==> src/rtl/lru_pr_pkg.sv <==
// lru_pr_pkg: shared types and fixed field widths for the lru page replacement block
// no dependencies; imported by lru_page_replacement_top
package lru_pr_pkg;

	// fixed widths of the port fields
	localparam int PAGE_NUM_W   = 16;
	localparam int SLOT_OUT_W   = 3;
	localparam int EVICT_PAGE_W = 16;
	localparam int FAULT_W      = 32;
	localparam int ACTIVE_W     = 4;

	// reset value of the active frame count register
	localparam logic [ACTIVE_W-1:0] ACTIVE_RESET = 4'd8;

	// sequencer states, one-hot
	typedef enum logic [2:0] {
		ST_IDLE   = 3'b001,
		ST_SCAN   = 3'b010,
		ST_UPDATE = 3'b100
	} lru_pr_state_t;

endpackage

==> src/rtl/lru_page_replacement_top.sv <==
// lru_page_replacement_top: fully associative lru page frame table with a scanning sequencer
// depends on lru_pr_pkg and lru_pr_ram
// (frame pages live in one lru_pr_ram instance, recency ranks in flops)
//
// A reference word is taken on start while busy is low. The block then scans the
// active frames one per cycle through the frame ram and a single compare unit, looking
// for the page and at the same time tracking the least recently used frame. An update
// state follows, where on a miss the frame is filled or replaced; the target frame's
// rank is cleared and the ranks ahead of it age in parallel. The result word is shown
// for exactly one cycle with done high; it cannot be stalled, so the receiver must take
// it then. A new word is not taken before the last is done; eff, the active frame count
// clamped to 1..NUM_SLOTS, sets how many frames the scan reads. busy drops in the cycle
// done is high, so the next word may be started in that same cycle. The user must write
// active_slots through cfg_we / cfg_wdata only while busy is low; the block does not
// enforce this. 0 is taken as 1 and values above NUM_SLOTS as NUM_SLOTS. Frames beyond
// a lowered count keep their contents and come back into view when the count is raised.
// The fault count saturates at its maximum. No clearing pass is needed after reset.
module lru_page_replacement_top
	import lru_pr_pkg::*;
#(
	parameter int NUM_SLOTS = 8,
	parameter int PAGE_BITS = 16
) (
	input  logic                    clk,
	input  logic                    arst_n,
	// command side
	input  logic                    start,
	output logic                    busy,
	input  logic [PAGE_NUM_W-1:0]   page_number,
	// configuration
	input  logic                    cfg_we,
	input  logic [ACTIVE_W-1:0]     cfg_wdata,
	// result side
	output logic                    done,
	output logic                    hit,
	output logic [SLOT_OUT_W-1:0]   slot,
	output logic                    evicted_valid,
	output logic [EVICT_PAGE_W-1:0] evicted_page,
	output logic [FAULT_W-1:0]      fault_total
);

	localparam int IDX_W = $clog2(NUM_SLOTS);       // frame index
	localparam int CNT_W = $clog2(NUM_SLOTS + 1);   // frame count, up to NUM_SLOTS

	// control state
	lru_pr_state_t        state_q;
	logic [ACTIVE_W-1:0]  active_q;
	logic [CNT_W-1:0]     eff_q;
	logic [CNT_W-1:0]     filled_q;
	logic [FAULT_W-1:0]   fault_q;
	logic [IDX_W-1:0]     rank_q [NUM_SLOTS];

	// scan pipeline: issue stage and compare stage
	logic                 issue_q;
	logic [IDX_W-1:0]     idx_q;
	logic                 cmp_vld_s1;
	logic [IDX_W-1:0]     cmp_idx_s1;

	// per-item working registers
	logic [PAGE_BITS-1:0] page_q;
	logic                 hit_q;
	logic [IDX_W-1:0]     hit_slot_q;
	logic [IDX_W-1:0]     hit_rank_q;
	logic                 found_q;
	logic [IDX_W-1:0]     best_slot_q;
	logic [IDX_W-1:0]     best_rank_q;
	logic [PAGE_BITS-1:0] best_page_q;

	// result registers
	logic                    done_q;
	logic                    hit_out_q;
	logic [SLOT_OUT_W-1:0]   slot_out_q;
	logic                    ev_valid_q;
	logic [EVICT_PAGE_W-1:0] ev_page_q;

	// ram ports
	logic                 ram_we;
	logic [IDX_W-1:0]     ram_waddr;
	logic [PAGE_BITS-1:0] ram_rdata;

	// combinational helpers
	logic                 accept;
	logic [CNT_W-1:0]     eff_next;
	logic [IDX_W-1:0]     last_idx;
	logic                 cmp_valid;
	logic                 cmp_match;
	logic [IDX_W-1:0]     cmp_rank;
	logic                 upd_fill;
	logic [IDX_W-1:0]     upd_slot;
	logic [IDX_W-1:0]     upd_limit;

	assign busy   = (state_q != ST_IDLE);
	assign accept = start && !busy;

	// clamp the active count to 1..NUM_SLOTS
	always_comb begin
		int e;
		e = int'(active_q);
		if (e < 1) begin
			e = 1;
		end
		if (e > NUM_SLOTS) begin
			e = NUM_SLOTS;
		end
		eff_next = CNT_W'(e);
	end

	assign last_idx = IDX_W'(eff_q - CNT_W'(1));

	// shared compare unit: one frame per cycle
	assign cmp_rank  = rank_q[cmp_idx_s1];
	assign cmp_valid = cmp_vld_s1 && (CNT_W'(cmp_idx_s1) < filled_q);
	assign cmp_match = cmp_valid && (ram_rdata == page_q);

	// update decision
	assign upd_fill  = !hit_q && (filled_q < eff_q);
	assign upd_slot  = hit_q ? hit_slot_q :
	                   (upd_fill ? filled_q[IDX_W-1:0] : best_slot_q);
	assign upd_limit = hit_q ? hit_rank_q : best_rank_q;

	assign ram_we    = (state_q == ST_UPDATE) && !hit_q;
	assign ram_waddr = upd_slot;

	lru_pr_ram #(
		.WIDTH (PAGE_BITS),
		.DEPTH (NUM_SLOTS)
	) u_frame_ram (
		.clk   (clk),
		.we    (ram_we),
		.waddr (ram_waddr),
		.wdata (page_q),
		.re    (issue_q),
		.raddr (idx_q),
		.rdata (ram_rdata)
	);

	// configuration register
	always_ff @(posedge clk or negedge arst_n) begin
		if (!arst_n) begin
			active_q <= ACTIVE_RESET;
		end else if (cfg_we) begin
			active_q <= cfg_wdata;
		end
	end

	// sequencer and table state
	always_ff @(posedge clk or negedge arst_n) begin
		if (!arst_n) begin
			state_q    <= ST_IDLE;
			eff_q      <= '0;
			filled_q   <= '0;
			fault_q    <= '0;
			issue_q    <= 1'b0;
			idx_q      <= '0;
			cmp_vld_s1 <= 1'b0;
			hit_q      <= 1'b0;
			found_q    <= 1'b0;
			done_q     <= 1'b0;
			for (int i = 0; i < NUM_SLOTS; i++) begin
				rank_q[i] <= '0;
			end
		end else begin
			done_q <= 1'b0;
			case (state_q)
				ST_IDLE: begin
					if (accept) begin
						eff_q      <= eff_next;
						idx_q      <= '0;
						issue_q    <= 1'b1;
						cmp_vld_s1 <= 1'b0;
						hit_q      <= 1'b0;
						found_q    <= 1'b0;
						state_q    <= ST_SCAN;
					end
				end
				ST_SCAN: begin
					cmp_vld_s1 <= issue_q;
					if (issue_q) begin
						if (idx_q == last_idx) begin
							issue_q <= 1'b0;
						end else begin
							idx_q <= idx_q + IDX_W'(1);
						end
					end
					if (cmp_match && !hit_q) begin
						hit_q <= 1'b1;
					end
					if (cmp_valid && (!found_q || cmp_rank > best_rank_q)) begin
						found_q <= 1'b1;
					end
					if (cmp_vld_s1 && cmp_idx_s1 == last_idx) begin
						state_q <= ST_UPDATE;
					end
				end
				ST_UPDATE: begin
					// move the target frame to the front, age the ones ahead of it
					for (int i = 0; i < NUM_SLOTS; i++) begin
						if (IDX_W'(i) == upd_slot) begin
							rank_q[i] <= '0;
						end else if ((CNT_W'(i) < filled_q) &&
						             (upd_fill || rank_q[i] < upd_limit)) begin
							rank_q[i] <= rank_q[i] + IDX_W'(1);
						end
					end
					if (upd_fill) begin
						filled_q <= filled_q + CNT_W'(1);
					end
					if (!hit_q && fault_q != '1) begin
						fault_q <= fault_q + FAULT_W'(1);
					end
					done_q  <= 1'b1;
					state_q <= ST_IDLE;
				end
				default: begin
					state_q <= ST_IDLE;
				end
			endcase
		end
	end

	// payload registers
	always_ff @(posedge clk) begin
		if (accept) begin
			page_q <= PAGE_BITS'(page_number);
		end
		cmp_idx_s1 <= idx_q;
		if (state_q == ST_SCAN) begin
			if (cmp_match && !hit_q) begin
				hit_slot_q <= cmp_idx_s1;
				hit_rank_q <= cmp_rank;
			end
			if (cmp_valid && (!found_q || cmp_rank > best_rank_q)) begin
				best_slot_q <= cmp_idx_s1;
				best_rank_q <= cmp_rank;
				best_page_q <= ram_rdata;
			end
		end
		if (state_q == ST_UPDATE) begin
			hit_out_q  <= hit_q;
			slot_out_q <= SLOT_OUT_W'(upd_slot);
			ev_valid_q <= !hit_q && !upd_fill;
			ev_page_q  <= (!hit_q && !upd_fill) ? EVICT_PAGE_W'(best_page_q) : '0;
		end
	end

	assign done          = done_q;
	assign hit           = hit_out_q;
	assign slot          = slot_out_q;
	assign evicted_valid = ev_valid_q;
	assign evicted_page  = ev_page_q;
	assign fault_total   = fault_q;

`ifndef SYNTH
	// a result word only follows an update cycle
	a_done_after_update: assert property (@(posedge clk) disable iff (!arst_n)
		done_q |-> $past(state_q == ST_UPDATE))
		else $error("result word without update cycle");

	// the fill count never passes the frame count
	a_filled_bound: assert property (@(posedge clk) disable iff (!arst_n)
		CNT_W'(NUM_SLOTS) >= filled_q)
		else $error("fill count beyond frame count");

	// a replacement always has a victim from the scan
	a_victim_found: assert property (@(posedge clk) disable iff (!arst_n)
		(state_q == ST_UPDATE && !hit_q && !upd_fill) |-> found_q)
		else $error("replacement without victim");

	// the fault count moves only with a reported miss
	a_fault_on_miss: assert property (@(posedge clk) disable iff (!arst_n)
		(fault_q != $past(fault_q)) |-> (done_q && !hit_out_q))
		else $error("fault count moved without a miss");

	// an eviction is never a hit
	a_evict_not_hit: assert property (@(posedge clk) disable iff (!arst_n)
		(done_q && ev_valid_q) |-> !hit_out_q)
		else $error("eviction reported on a hit");
`endif

endmodule

==> src/rtl/lru_pr_ram.sv <==
// lru_pr_ram: generic single write port, single read port ram with registered read
// no dependencies; holds the resident page of each frame
module lru_pr_ram #(
	parameter int WIDTH = 16,
	parameter int DEPTH = 8
) (
	input  logic                     clk,
	input  logic                     we,
	input  logic [$clog2(DEPTH)-1:0] waddr,
	input  logic [WIDTH-1:0]         wdata,
	input  logic                     re,
	input  logic [$clog2(DEPTH)-1:0] raddr,
	output logic [WIDTH-1:0]         rdata
);

	logic [WIDTH-1:0] mem_q [DEPTH];

	always_ff @(posedge clk) begin
		if (we) begin
			mem_q[waddr] <= wdata;
		end
		if (re) begin
			rdata <= mem_q[raddr];
		end
	end

endmodule
==> config.mk <==
export PLATFORM = sky130hd
export DESIGN_NAME = lru_page_replacement_top
export DESIGN_NICKNAME = d
export VERILOG_FILES = /design/src/rtl/lru_pr_pkg.sv /design/src/rtl/lru_page_replacement_top.sv /design/src/rtl/lru_pr_ram.sv
export SDC_FILE = /design/constraint.sdc
export NUM_CORES = 1
export LEC_CHECK = 0
export ABC_AREA = 1
export BUFFER_PORTS_ARGS = -buffer_cell sky130_fd_sc_hd__buf_2
export CAP_MARGIN = 20
export CORE_MARGIN = 5
export CORE_UTILIZATION = 55
export CTS_BUF_LIST = sky130_fd_sc_hd__clkbuf_8
export DETAILED_ROUTE_END_ITERATION = 7
export HOLD_SLACK_MARGIN = 0.12
export PLACE_DENSITY = 0.76
export SLEW_MARGIN = 20
export SYNTH_ARGS = -nofsm -noshare
export SYNTH_HDL_FRONTEND = slang
export SYNTH_SLANG_ARGS = --single-unit
==> constraint.sdc <==
create_clock -name clk -period 2.55 [get_ports clk]
set_input_delay 0.765 -clock clk [delete_from_list [all_inputs] [get_ports clk]]
set_output_delay 0.765 -clock clk [all_outputs]
set_load 0.03 [all_outputs]
======== Word-level counts from Yosys, hierarchy flattened ========
Memories as Yosys holds them, arrays and structs flattened. A register that Yosys moved wholly into a read port is not among the register bits.
Cells that the tools add are included.
storage, ports and cells
  flip-flop bits (word level) ............. 147
  RAM bits ................................ 128
  input bits .............................. 24
  output and inout port bits .............. 55
  logic and storage cells ................. 190
  memories ................................ 1
cells by class
  add/sub/neg operators ................... 12
  $lt $le $gt $ge ......................... 22
  eq/ne operators ......................... 21
  muxes and demuxes ....................... 44
  bitwise logic cells ..................... 1
  reductions and logical operators ........ 59
memories
  name               words  bits a word  read ports  clocked after memory_dff  write ports  line              text
  u_frame_ram.mem_q  8      16           1           1                         1            lru_pr_ram.sv:16  logic [WIDTH-1:0] mem_q [DEPTH];
operators by type and width
  kind                   count
  $mux 3                 26
  $add 32x1->32 const B  1
  $gt 32x5->1 const B    1
  $ne 32x32->1 const B   1
  $reduce_and 2->1       15
  $add 3x1->3 const B    9
  $lt 3x3->1             8
  $logic_and 1x1->1      18
  $reduce_bool 2->1      9
  $eq 16x16->1           1
  $lt 3x4->1 const A     4
  $eq 3x3->1 const A     4
  $pmux 3 s2             2
  $bmux 3 s3             1
  $logic_or 1x1->1       9
  $mux 1                 9
  $lt 1x4->1 const A     2
  $lt 2x4->1 const A     2
  $mux 4                 2
  $ne 2x2->1 const B     4
  $pmux 1 s2             4
  $eq 2x3->1 const A     2
  $eq 3x3->1             2
  $reduce_and 3->1       2
  17 further kinds       21

======== Depth between registers and ports, before layout ========
Gate-level depths: netlist of run 1.
  depth after elaboration ................. 9
  mapped depth ............................ 15
  gate-level depth less buffers ........... 14

======== Cells and area by module ========
Synthesis of run 1 repeated with hierarchy kept, for this count alone.
second synthesis, totals
  cell total of the unflattened synthesis .. 1407
  area, all modules ....................... 13654.3 um2
by module, submodules not included
  module                    times used  cells each  area an instance (um2)  sequential area each (um2)
  lru_page_replacement_top  1           820         7504.7                  3991.3
  lru_pr_ram                1           587         6149.6                  4324.1

======== Least setup slack after synthesis of run 1 ========
No wires, ideal clock.
  kind .................................... reg2reg
  from .................................... register state_q[0]
  to ...................................... register best_page_q[0], enable pin
  setup time .............................. 0.377 ns
  arrival ................................. 2.457 ns
  required time ........................... 2.173 ns
  slack ................................... -0.283 ns
  stages on the path, launching flop included .. 9
  path buffers ............................ 0
  period minus slack after synthesis ...... 2.833 ns
  cell sequence ........................... dfstp_2 > inv_1 > nor3_1 > inv_1 > nor2_2 > inv_1 > nand2_1 > nand3_1 > inv_1
between the ends
  word-level cells in the longest chain between the ends .. 2
ends and longest elaborated chain
  item                        line                             text
  start, declared             lru_page_replacement_top.sv:46   lru_pr_state_t state_q;
  start signal, assigned      lru_page_replacement_top.sv:149  state_q <= ST_IDLE;
  start signal, assigned      lru_page_replacement_top.sv:173  state_q <= ST_SCAN;
  start signal, assigned      lru_page_replacement_top.sv:192  state_q <= ST_UPDATE;
  $eq 3x2->1                  lru_page_replacement_top.sv:227  if (state_q == ST_SCAN) begin
  $reduce_and 2->1 (no line)  n/a
  end signal, assigned        lru_page_replacement_top.sv:235  best_page_q <= ram_rdata;
  end, declared               lru_page_replacement_top.sv:67   logic [PAGE_BITS-1:0] best_page_q;
Every way passes these cells.
A chain may end at the register's enable or synchronous reset.

======== Final worst setup path of run 1 ========
  from .................................... register cmp_idx_s1[0]
  to ...................................... register best_page_q[14], enable pin
between the ends
  word-level cells in the longest chain between the ends .. 8
  elaborated cells on any way between the ends .. 10
  those cells by class .................... 2 x order compare; 3 x mux; 1 x bitwise; 4 x reduce/logical
ends and longest elaborated chain
  item                                        line                             text
  start, declared                             lru_page_replacement_top.sv:57   logic [IDX_W-1:0] cmp_idx_s1;
  start signal, assigned                      lru_page_replacement_top.sv:226  cmp_idx_s1 <= idx_q;
  $not 3->4 (not written as such)             lru_page_replacement_top.sv:111  assign cmp_rank = rank_q[cmp_idx_s1];
  $bmux 3 s3                                  lru_page_replacement_top.sv:111
  $mux 3 (not written as such) (2 in series)  lru_page_replacement_top.sv:111
  net cmp_rank[2]                             lru_page_replacement_top.sv:87   logic [IDX_W-1:0] cmp_rank;
  $gt 3x3->1                                  lru_page_replacement_top.sv:232  if (cmp_valid && (!found_q || cmp_rank > best_rank_q)) begin
  $logic_or 1x1->1                            lru_page_replacement_top.sv:232
  $logic_and 1x1->1                           lru_page_replacement_top.sv:232
  $reduce_and 2->1 (no line)                  n/a
The timed path passes the listed nets, and every way through them passes these cells. The select of a mux whose other input is x is not followed.

==> impl_metrics.py, run 1 <==
metrics = {
    "outcome": {
        "status": "finished, final reports clean",
    },
    "clock_tree": {
        "cts_inserted_buffers": 46,
        "clkTransAtPathRegs_ns": 0.06,
        "cts_max_level": 2,
        "clk_latency_ns": 0.57,
        "cts_root_buffer": "clkbuf_8",
        "clk_path_buf_depth": 3,
        "cts_tree": "done",
        "cts_sinks": 291,
    },
    "cells_and_area": {
        "fin_util_pct": 65.2,
        "syn2layout_area_growth_pct": 16.3,
        "drive_gt1_share_pct": 19.2,
        "n_antenna_cell": 0,
        "final_nets": 1445,
        "fillerInstances": 1816,
        "fin_cells": 1739,
    },
    "detailed_routing": {
        "wl_mm": 30.3,
        "drt_iter0_markers": 1017,
        "drc": 0,
        "ant_nets": 0,
        "vias": 9586,
        "wl_per_cell_um": 17.4,
        "vias_per_cell": 5.51,
        "first_pass_iters": 5,
    },
    "critical_path": {
        "critical_path_class": "register to register",
        "r2r_start": "cmp_idx_s1[0]$_DFF_P_",
        "ff2ff_setup_slack_ns": 0.02,
        "r2r-end": "best_page_q[14]$_DFFE_PP_",
        "r2r_cells": 13,
        "worstPathArrival_ns": 2.80,
        "required_ns": 2.82,
        "end_kind": "register",
        "startpoint_type": "register",
        "path_max_fanout": 6,
    },
    "hold_path": {
        "hold_end": "page_q[12]$_DFFE_PP_",
        "hold_depth": 1,
        "hold_path.class": "primary input to register",
        "hp-start": "page_number[12]",
    },
    "sta": {
        "slew_headroom_pct": 50.2,
        "fin_skew_ns": 0.0310,
        "worst_pin_slew_ns": 0.747,
        "finalSetupViolations": 0,
        "timing.final.crit_share_pct": 99.3,
        "max_freq_mhz": 395,
        "drv_slew": 0,
        "hold_viol": 0,
        "rsz0062_at_grt": "yes",
        "min_period_ns": 2.53,
    },
    "synth": {
        "post-synth-top-count-cell": "nand2_1",
        "syn_avg_cell_area_um2": 10.7,
        "ys_ff_latch": 291,
        "syn_area_um2": 13200,
        "synth_edf_count": 209,
        "synth_area_leader_cell": "edfxtp_1",
        "netlist_top_cells_area": "edfxtp_1 (47%), dfrtp_1 (15%), nand2_1 (6.2%)",
        "yosys_warnings": 0,
        "synthArstFlopShare_pct": 27.1,
        "yosysUniqueCellTypes": 44,
        "syn_inst": 1241,
        "yosysTopAreaCellShare_pct": 47.4,
        "synth_common_cells": "nand2_1 (220), edfxtp_1 (209), nor2_1 (181)",
        "ys_seq_area_share_pct": 62.8,
        "syn_nets": 1302,
        "synthFlopType": "edfxtp_1",
    },
    "die": {
        "initial_utilization_pct": 56.1,
        "core_area_um2": 23600,
        "io_pins": 79,
        "die_area_um2": 27300,
        "fp-row-count": 56,
        "fp.dieW_um": 165,
        "die_h_um": 165,
    },
    "placement": {
        "placed_cells": 1646,
        "gp_congestion": 0.950,
        "portBuffers": 78,
        "hpwl_mm": 19.8,
    },
    "power_and_ir_drop": {
        "p_leak_nw": 6.59,
        "powerDensity_nw_per_um2": 865,
        "finalPower_w": 0.0133,
        "ir_worst_vdd_uv": 495,
    },
    "global_routing": {
        "grt_usage_pct": 22.3,
        "overflow": 0,
        "antenna_found_initial": 0,
        "grt_pass1_wl_mm": 47.9,
        "grt_pass1_vias": 9321,
        "grt_max_degree": 70,
    },
    "job": {
        "maxCapViolations": 0,
    },
}
==> worst max path at each step <==
stage               depth (start not counted)                        end  slack, ns             startpoint
floorplan                                  12   best_page_q[0]$_DFFE_PP_     0.0009  cmp_idx_s1[0]$_DFF_P_
global placement                           12   best_page_q[8]$_DFFE_PP_       0.04  cmp_idx_s1[0]$_DFF_P_
detailed placement                         14   best_page_q[8]$_DFFE_PP_      -0.09  cmp_idx_s1[0]$_DFF_P_
CTS                                        14   best_page_q[4]$_DFFE_PP_       0.02  cmp_idx_s1[0]$_DFF_P_
global route                               13  best_page_q[14]$_DFFE_PP_      -0.12  cmp_idx_s1[0]$_DFF_P_
finish                                     13  best_page_q[14]$_DFFE_PP_       0.02  cmp_idx_s1[0]$_DFF_P_
==> worst max-delay path, cell delays in order, from the launching register on <==
cell and delay [ns]:
dfxtp_4 0.42, buf_6 0.11, nor2_1 0.04, nor2_1 0.10
o21ai_1 0.07, a31oi_1 0.25, ha_1 0.32, buf_4 0.15
nand3_2 0.06, a21boi_1 0.06, o21ai_1 0.19, nand3_2 0.13
clkinvlp_4 0.17, clkbuf_16 0.18
==> state kept, by name, summed over array words and instances, names as in the netlist, 4 cells and up <==
register and cells:
active_q 4, filled_q 4, page_q 16, fault_total 32, rank_q 24, u_frame_ram.rdata 16
eff_q 4, u_frame_ram.mem_q 128, evicted_page 16, best_page_q 16
==> cells in the final DEF, fill, tap and decap left out, types with 8 or more instances in the layout <==
master	Yosys	final
a21oi_1	24	22
a31oi_1	19	18
buf_12	0	11
buf_2	6	77
buf_4	1	39
clkbuf_8	0	51
clkinv_1	1	12
dfrtp_1	77	76
edfxtp_1	209	209
ha_1	37	36
inv_1	107	120
nand2_1	220	220
nand3_1	20	18
nand3_2	10	12
nand4_1	43	43
nor2_1	181	173
nor2_2	3	9
nor3_1	16	15
o21ai_0	100	89
o21ai_1	4	13
o21ai_2	10	12
o22ai_1	23	22
or2_2	8	8
xnor2_1	10	10
xor2_1	36	36
==> layout make-up <==
cell class	instances	area (um2)	area share, %
inverters	113	435	2.83
repair buffers	134	993	6.45
clock buffers	51	702	4.56
multi-input cells	798	4390	28.5
clock inverters	33	150	0.975
well taps	319	399	2.59
flip-flops and latches	291	8320	54.1
==> metal layers <==
metal	part of all wire [%]	track usage, %	vias to the layer above
li1	-	-	4561
met1	43	31.5	4587
met2	47	35.7	388
met3	8.2	4.27	50
met4	2.2	6.39	0
met5	0	0	-
==> power breakdown <==
group	switching, W	leakage (nW)	total [W]	internal, W
Sequential	0.000424	3.01	0.00620	0.00577
Combinational	0.00233	3.09	0.00348	0.00115
Clock	0.00180	0.495	0.00364	0.00184
Total	0.00456	6.59	0.0133	0.00877
==> metrics by stage <==
step                setup TNS [ns]  hold slack, ns  worst slack [ns]  instance area, um2
floorplan                        0           0.369          0.000880               13300
global placement                 0           0.419            0.0376               14400
detailed placement           -1.83           0.428           -0.0854               14400
CTS                              0           0.339            0.0206               15200
global route                 -2.47           0.328            -0.123               15400
finish                           0           0.368            0.0185               15400
==> cell families (layout without fill, tap and decap cells) <==
logic type      Yosys count  after routing  share of synthesized area [%]
simple gates            527            527                           17.9
flops                   291            291                           62.8
compound gates          186            186                           7.88
buf+inv                 152            331                           4.70
xor+xnor                 46             46                           3.04
fa+ha+maj                37             37                           3.50
mux                       2              2                          0.170
==> timing repair <==
action                                 CTS  global route
endpoints found under the hold margin   15             0
resized for setup                        2            34
cloned                                   0             2
hold buffers                             1             0
pin swaps                                0             5
setup endpoints to repair               22            38
setup buffers                            0             5
(Power assumes the default switching activity.)
==> inputs of run 2 (changes only) <==
--- a/config.mk
+++ b/config.mk
@@ -8,12 +8,14 @@
 export ABC_AREA = 1
 export BUFFER_PORTS_ARGS = -buffer_cell sky130_fd_sc_hd__buf_2
 export CAP_MARGIN = 20
+export CELL_PAD_IN_SITES_DETAIL_PLACEMENT = 2
+export CELL_PAD_IN_SITES_GLOBAL_PLACEMENT = 2
 export CORE_MARGIN = 5
-export CORE_UTILIZATION = 55
+export CORE_UTILIZATION = 42
 export CTS_BUF_LIST = sky130_fd_sc_hd__clkbuf_8
 export DETAILED_ROUTE_END_ITERATION = 7
-export HOLD_SLACK_MARGIN = 0.12
-export PLACE_DENSITY = 0.76
+export HOLD_SLACK_MARGIN = 0.06
+export PLACE_DENSITY_LB_ADDON = 0.1
 export SLEW_MARGIN = 20
 export SYNTH_ARGS = -nofsm -noshare
 export SYNTH_HDL_FRONTEND = slang
==> constraint.sdc (replaced) <==
create_clock -name clk -period 2.6 [get_ports clk]
set_input_delay 0.78 -clock clk [delete_from_list [all_inputs] [get_ports clk]]
set_output_delay 0.78 -clock clk [all_outputs]
set_load 0.03 [all_outputs]
==> impl_metrics.py, run 2 (same netlist as run 1, synthesis figures left out) <==
metrics = {
    "power_and_ir_drop": {
        "finalPower_w": 0.0139,
        "powerDensity_nw_per_um2": 889,
        "p_leak_nw": 6.67,
        "ir_worst_vdd_uv": 532,
    },
    "clock_tree": {
        "cts_tree": "done",
        "clk_path_buf_depth": 3,
        "holdBufCountCts": 0,
        "cts_sinks": 291,
        "cts_max_level": 2,
        "cts_root_buffer": "clkbuf_8",
        "clk_latency_ns": 0.60,
        "cts_inserted_buffers": 51,
        "clkTransAtPathRegs_ns": 0.06,
    },
    "global_routing": {
        "grt_max_degree": 65,
        "met3_usage_pct": 3.78,
        "grt_pass1_wl_mm": 66.8,
        "grt_pass1_vias": 11244,
        "met2_usage_pct": 44.2,
        "antenna_found_initial": 0,
        "overflow": 0,
        "grt_usage_pct": 24.4,
        "grt-busiest-layer": "met2",
        "met1_usage_pct": 30.1,
    },
    "cells_and_area": {
        "multi_input_area_um2": 4370,
        "mostFrequentLayoutCell": "nand2_1",
        "most-common-layout-cells": "nand2_1 (220), edfxtp_1 (209), nor2_1 (173)",
        "syn2layout_area_growth_pct": 18.3,
        "drive_gt1_share_pct": 20.2,
        "n_antenna_cell": 0,
        "regArea_um2": 8320,
        "max_flop_register": "u_frame_ram.mem_q",
        "fillerInstances": 3178,
        "final_nets": 1461,
        "largest_reg_flops": 128,
    },
    "detailed_routing": {
        "first_pass_iters": 5,
        "drc": 0,
        "ant_nets": 0,
        "drt_iter0_markers": 385,
        "vias": 9959,
        "wl_mm": 42.9,
        "wl_per_cell_um": 23.3,
        "vias_per_cell": 5.41,
    },
    "die": {
        "fp.dieW_um": 188,
        "fp-row-count": 65,
        "die_area_um2": 35200,
        "core_area_um2": 31300,
        "die_h_um": 188,
        "initial_utilization_pct": 42.3,
        "io_pins": 79,
    },
    "placement": {
        "hpwl_mm": 28.1,
        "gp_congestion": 0.794,
        "portBuffers": 78,
    },
    "critical_path": {
        "r2r_cells": 13,
        "end_kind": "register",
        "worstSetupStartpoint": "cmp_idx_s1[0]$_DFF_P_",
        "worstPathArrival_ns": 2.84,
        "r2r_start": "cmp_idx_s1[0]$_DFF_P_",
        "required_ns": 2.89,
        "ff2ff_setup_slack_ns": 0.04,
        "startpoint_type": "register",
        "critical_path_class": "register to register",
        "path_max_fanout": 15,
        "r2r-end": "best_page_q[14]$_DFFE_PP_",
    },
    "sta": {
        "max_freq_mhz": 391,
        "hold_viol": 0,
        "fin_skew_ns": 0.0282,
        "min_period_ns": 2.56,
        "timing.final.crit_share_pct": 98.4,
        "fin_setup_tns_ns": 0,
        "finalSetupViolations": 0,
        "drv_slew": 0,
        "rsz0062_at_grt": "yes",
        "worst_pin_slew_ns": 0.604,
        "slew_headroom_pct": 59.7,
    },
    "hold_path": {
        "hold_path.class": "primary input to asynchronous set/reset pin",
    },
    "outcome": {
        "status": "finished, final reports clean",
    },
    "job": {
        "maxCapViolations": 0,
    },
}
-- run 2: cell types whose count changed in the layout (fill, tap and decap cells not counted), moves of 4 or more --
cell and change:
buf_4 +13, clkinv_1 +8, clkinv_2 +6, inv_1 -6, o21ai_0 +4, o21ai_1 -6
-- run 2: how the worst max path moves through the flow --
stage / end / slack [ns] / cells past startpoint
CTS: best_page_q[14]$_DFFE_PP_ / 0.02 / 13
finish: best_page_q[14]$_DFFE_PP_ / 0.04 / 13
global route: best_page_q[14]$_DFFE_PP_ / -0.08 / 14
floorplan: u_frame_ram.mem_q[6][0]$_DFFE_PP_ / 0.01 / 8
detailed placement: best_page_q[2]$_DFFE_PP_ / -0.31 / 13
global placement: best_page_q[5]$_DFFE_PP_ / -0.09 / 13
-- run 2: layout make-up --
cell class                 instances  share of cell area, %
timing repair buffer             145                   6.94
tap                              402                   3.21
sequential                       291                   53.2
multi-input combinational        798                   27.9
inverter                         113                   2.75
clock inverter                    41                   1.44
clock buffer                      52                   4.57
-- run 2: metrics by stage --
| stage | cell area (um2) | hold slack [ns] | utilization [%] | worst slack, ns | cells |
|---|---|---|---|---|---|
| 5_1_grt | 15700 | 0.0917 | 50.0 | -0.0802 | 1842 |
| 6_report | 15700 | 0.0965 | 50.0 | 0.0428 | 1842 |
| 3_5_place_dp | 14600 | 0.450 | 46.7 | -0.312 | 1745 |
| 4_1_cts | 15600 | 0.0691 | 49.8 | 0.0232 | 1841 |
| 3_3_place_gp | 14600 | 0.432 | 46.6 | -0.0892 | 1744 |
| 2_1_floorplan | 13300 | 0.369 | - | 0.0141 | 1241 |
-- run 2: repair_timing --
item	in CTS	in global routing
resized for setup	11	14
buffers inserted	3	1
setup endpoints to repair	22	38
pin swaps	5	5
gates cloned	0	0
-- run 2: report_power, final --
| part | leakage [nW] | switching, W | internal, W |
|---|---|---|---|
| Sequential | 3.00 | 0.000507 | 0.00566 |
| Clock | 0.521 | 0.00197 | 0.00206 |
| Combinational | 3.14 | 0.00254 | 0.00118 |
| Total | 6.67 | 0.00501 | 0.00891 |
-- run 2: routing by layer --
| metal | up-vias | share of wire (%) |
|---|---|---|
| li1 | 4588 | - |
| met1 | 5092 | 42 |
| met2 | 195 | 52 |
| met3 | 84 | 3.6 |
| met4 | 0 | 2.6 |
| met5 | - | 0 |
-- run 2: worst max-delay path: stages (launching register included) --
cell	delay [ns]
dfxtp_4	0.36
inv_2	0.09
o21ai_0	0.09
o22ai_1	0.16
nor2_1	0.07
a31oi_2	0.18
ha_1	0.30
buf_4	0.15
nand3_1	0.11
a21boi_2	0.08
o21ai_2	0.19
nand3_2	0.14
clkinvlp_4	0.15
buf_12	0.16
==> inputs of run 3 (changes only) <==
==> constraint.sdc (replaced) <==
create_clock -name clk -period 2.6 [get_ports clk]
set_input_delay 0.65 -clock clk [delete_from_list [all_inputs] [get_ports clk]]
set_output_delay 0.65 -clock clk [all_outputs]
set_load 0.03 [all_outputs]
==> impl_metrics.py, run 3 (same netlist as run 1, synthesis figures left out) <==
metrics = {
    "die": {
        "io_pins": 79,
        "core_area_um2": 31300,
        "fp.dieW_um": 188,
        "initial_utilization_pct": 42.3,
        "fp-row-count": 65,
        "die_h_um": 188,
        "die_area_um2": 35200,
    },
    "critical_path": {
        "worstPathArrival_ns": 2.79,
        "critical_path_class": "register to register",
        "cp-endpoint": "best_page_q[4]$_DFFE_PP_",
        "required_ns": 2.91,
        "r2r-end": "best_page_q[4]$_DFFE_PP_",
        "ff2ff_setup_slack_ns": 0.11,
        "r2r_cells": 13,
        "path_max_fanout": 7,
        "cpPeakStageDelay_ns": 0.36,
        "startpoint_type": "register",
        "r2r_start": "cmp_idx_s1[0]$_DFF_P_",
        "worstSetupStartpoint": "cmp_idx_s1[0]$_DFF_P_",
        "cp_slowest_cell": "dfxtp_4",
        "end_kind": "register",
        "path_cells": "buf_4 > o21ai_1 > o22ai_1 > nor2_1 > a31oi_2 > ha_1 > nand2_1 > o21ai_1 > a21boi_1 > o21ai_2 > nand3_2 > clkinvlp_4 > buf_4",
    },
    "placement": {
        "gp_congestion": 0.801,
        "place_area_um2": 14600,
        "hpwl_mm": 27.5,
        "portBuffers": 78,
        "placed_cells": 1744,
    },
    "power_and_ir_drop": {
        "p_clk_share_pct": 28.3,
        "p_leak_nw": 6.67,
        "p_int_w": 0.00872,
        "p_comb_share_pct": 26.9,
        "switching_share_pct": 36.0,
        "powerDensity_nw_per_um2": 874,
        "p_switching_w": 0.00491,
        "ir_worst_vdd_uv": 666,
        "p_seq_share_pct": 44.8,
    },
    "detailed_routing": {
        "wl_per_cell_um": 22.1,
        "wl_mm": 40.7,
        "vias": 9925,
        "first_pass_iters": 4,
        "vias_per_cell": 5.39,
        "drt_iter0_markers": 509,
        "drc": 0,
        "ant_nets": 0,
    },
    "cells_and_area": {
        "final_nets": 1459,
        "design_area_um2": 15600,
        "drive_gt1_share_pct": 19.9,
        "mostFrequentLayoutCell": "nand2_1",
        "most-common-layout-cells": "nand2_1 (220), edfxtp_1 (209), nor2_1 (173)",
        "largest_reg_flops": 128,
        "syn2layout_area_growth_pct": 17.8,
        "fin_cells": 1843,
        "max_flop_register": "u_frame_ram.mem_q",
        "n_antenna_cell": 0,
        "fillerInstances": 3246,
    },
    "clock_tree": {
        "cts_sinks": 291,
        "cts_max_level": 2,
        "clkTransAtPathRegs_ns": 0.06,
        "cts_tree": "done",
        "cts_inserted_buffers": 51,
        "clk_path_buf_depth": 3,
        "clk_latency_ns": 0.61,
        "cts_root_buffer": "clkbuf_8",
    },
    "job": {
        "maxCapViolations": 0,
    },
    "global_routing": {
        "met3_usage_pct": 3.24,
        "grt_usage_pct": 23.0,
        "met1_usage_pct": 29.0,
        "antenna_found_initial": 0,
        "grt_pass1_vias": 11149,
        "met2_usage_pct": 41.8,
        "grt_max_degree": 70,
        "overflow": 0,
        "grt_pass1_wl_mm": 63.9,
        "grt-busiest-layer": "met2",
    },
    "sta": {
        "holdWs_ns": 0.212,
        "hold_viol": 0,
        "timing.final.crit_share_pct": 95.7,
        "fin_skew_ns": 0.0374,
        "worst_pin_slew_ns": 0.588,
        "finalSetupViolations": 0,
        "slew_headroom_pct": 60.5,
        "drv_slew": 0,
        "rsz0062_at_grt": "no",
        "min_period_ns": 2.49,
        "max_freq_mhz": 402,
    },
    "outcome": {
        "status": "finished, final reports clean",
    },
    "hold_path": {
        "hold_path.class": "primary input to register",
        "hp-start": "page_number[13]",
    },
}
run 3: area by class of cell:
type / instances / area [um2] / area share, %
Sequential cell: 291 / 8320 / 53.4
Multi-Input combinational cell: 798 / 4360 / 27.9
Timing Repair Buffer: 143 / 1070 / 6.84
Clock buffer: 52 / 716 / 4.59
Tap cell: 402 / 503 / 3.23
Inverter: 113 / 430 / 2.76
Clock inverter: 44 / 198 / 1.27
run 3: worst min-delay path by stage:
stage | end | slack, ns | cells after the start
2_1_floorplan | active_q[0]$_DFFE_PN0P_ | 0.35 | 0
3_3_place_gp | best_page_q[13]$_DFFE_PP_ | 0.43 | 0
3_5_place_dp | best_page_q[0]$_DFFE_PP_ | 0.45 | 0
4_1_cts | page_q[13]$_DFFE_PP_ | 0.17 | 1
5_1_grt | page_q[8]$_DFFE_PP_ | 0.18 | 1
6_report | page_q[13]$_DFFE_PP_ | 0.21 | 1
run 3: timing repair:
item	CTS	global route
endpoints found under the setup margin	22	23
setup buffers	0	2
resized for setup	6	13
pin swaps	1	7
hold buffers	1	0
hold endpoints to repair	22	0
run 3: worst max-delay path, delay by kind of cell, from the launching register on:
family | cells | cell delay (ns)
compound gates | 6 | 0.74
buf+inv | 3 | 0.44
flops | 1 | 0.36
simple gates | 3 | 0.34
fa+ha+maj | 1 | 0.33
run 3: power by group through the flow:
stage | sequential (W) | clock, W | combinational, W
after floorplan | 0.00607 | 0 | 0.00218
after global placement | 0.00614 | 0 | 0.00343
after detailed placement | 0.00619 | 0 | 0.00363
after CTS | 0.00610 | 0.00399 | 0.00368
after global routing | 0.00615 | 0.00423 | 0.00403
final | 0.00610 | 0.00386 | 0.00367
run 3: layer usage:
metal / vias up / wire length [um] / share of wire [%]
met5: - / 0 / 0
met4: 0 / 791 / 1.9
met3: 63 / 1180 / 2.9
met2: 166 / 21000 / 52
met1: 5104 / 17700 / 43
li1: 4592 / - / -
run 3: metrics by stage:
step | setup slack (ns) | power [W] | setup TNS, ns | utilization (%)
floorplan | 0.0141 | 0.00825 | 0 | -
global placement | -0.104 | 0.00957 | -1.86 | 46.6
detailed placement | -0.175 | 0.00982 | -3.52 | 46.7
CTS | 0.0180 | 0.0138 | 0 | 49.7
global route | 0.00479 | 0.0144 | 0 | 49.8
finish | 0.111 | 0.0136 | 0 | 49.8
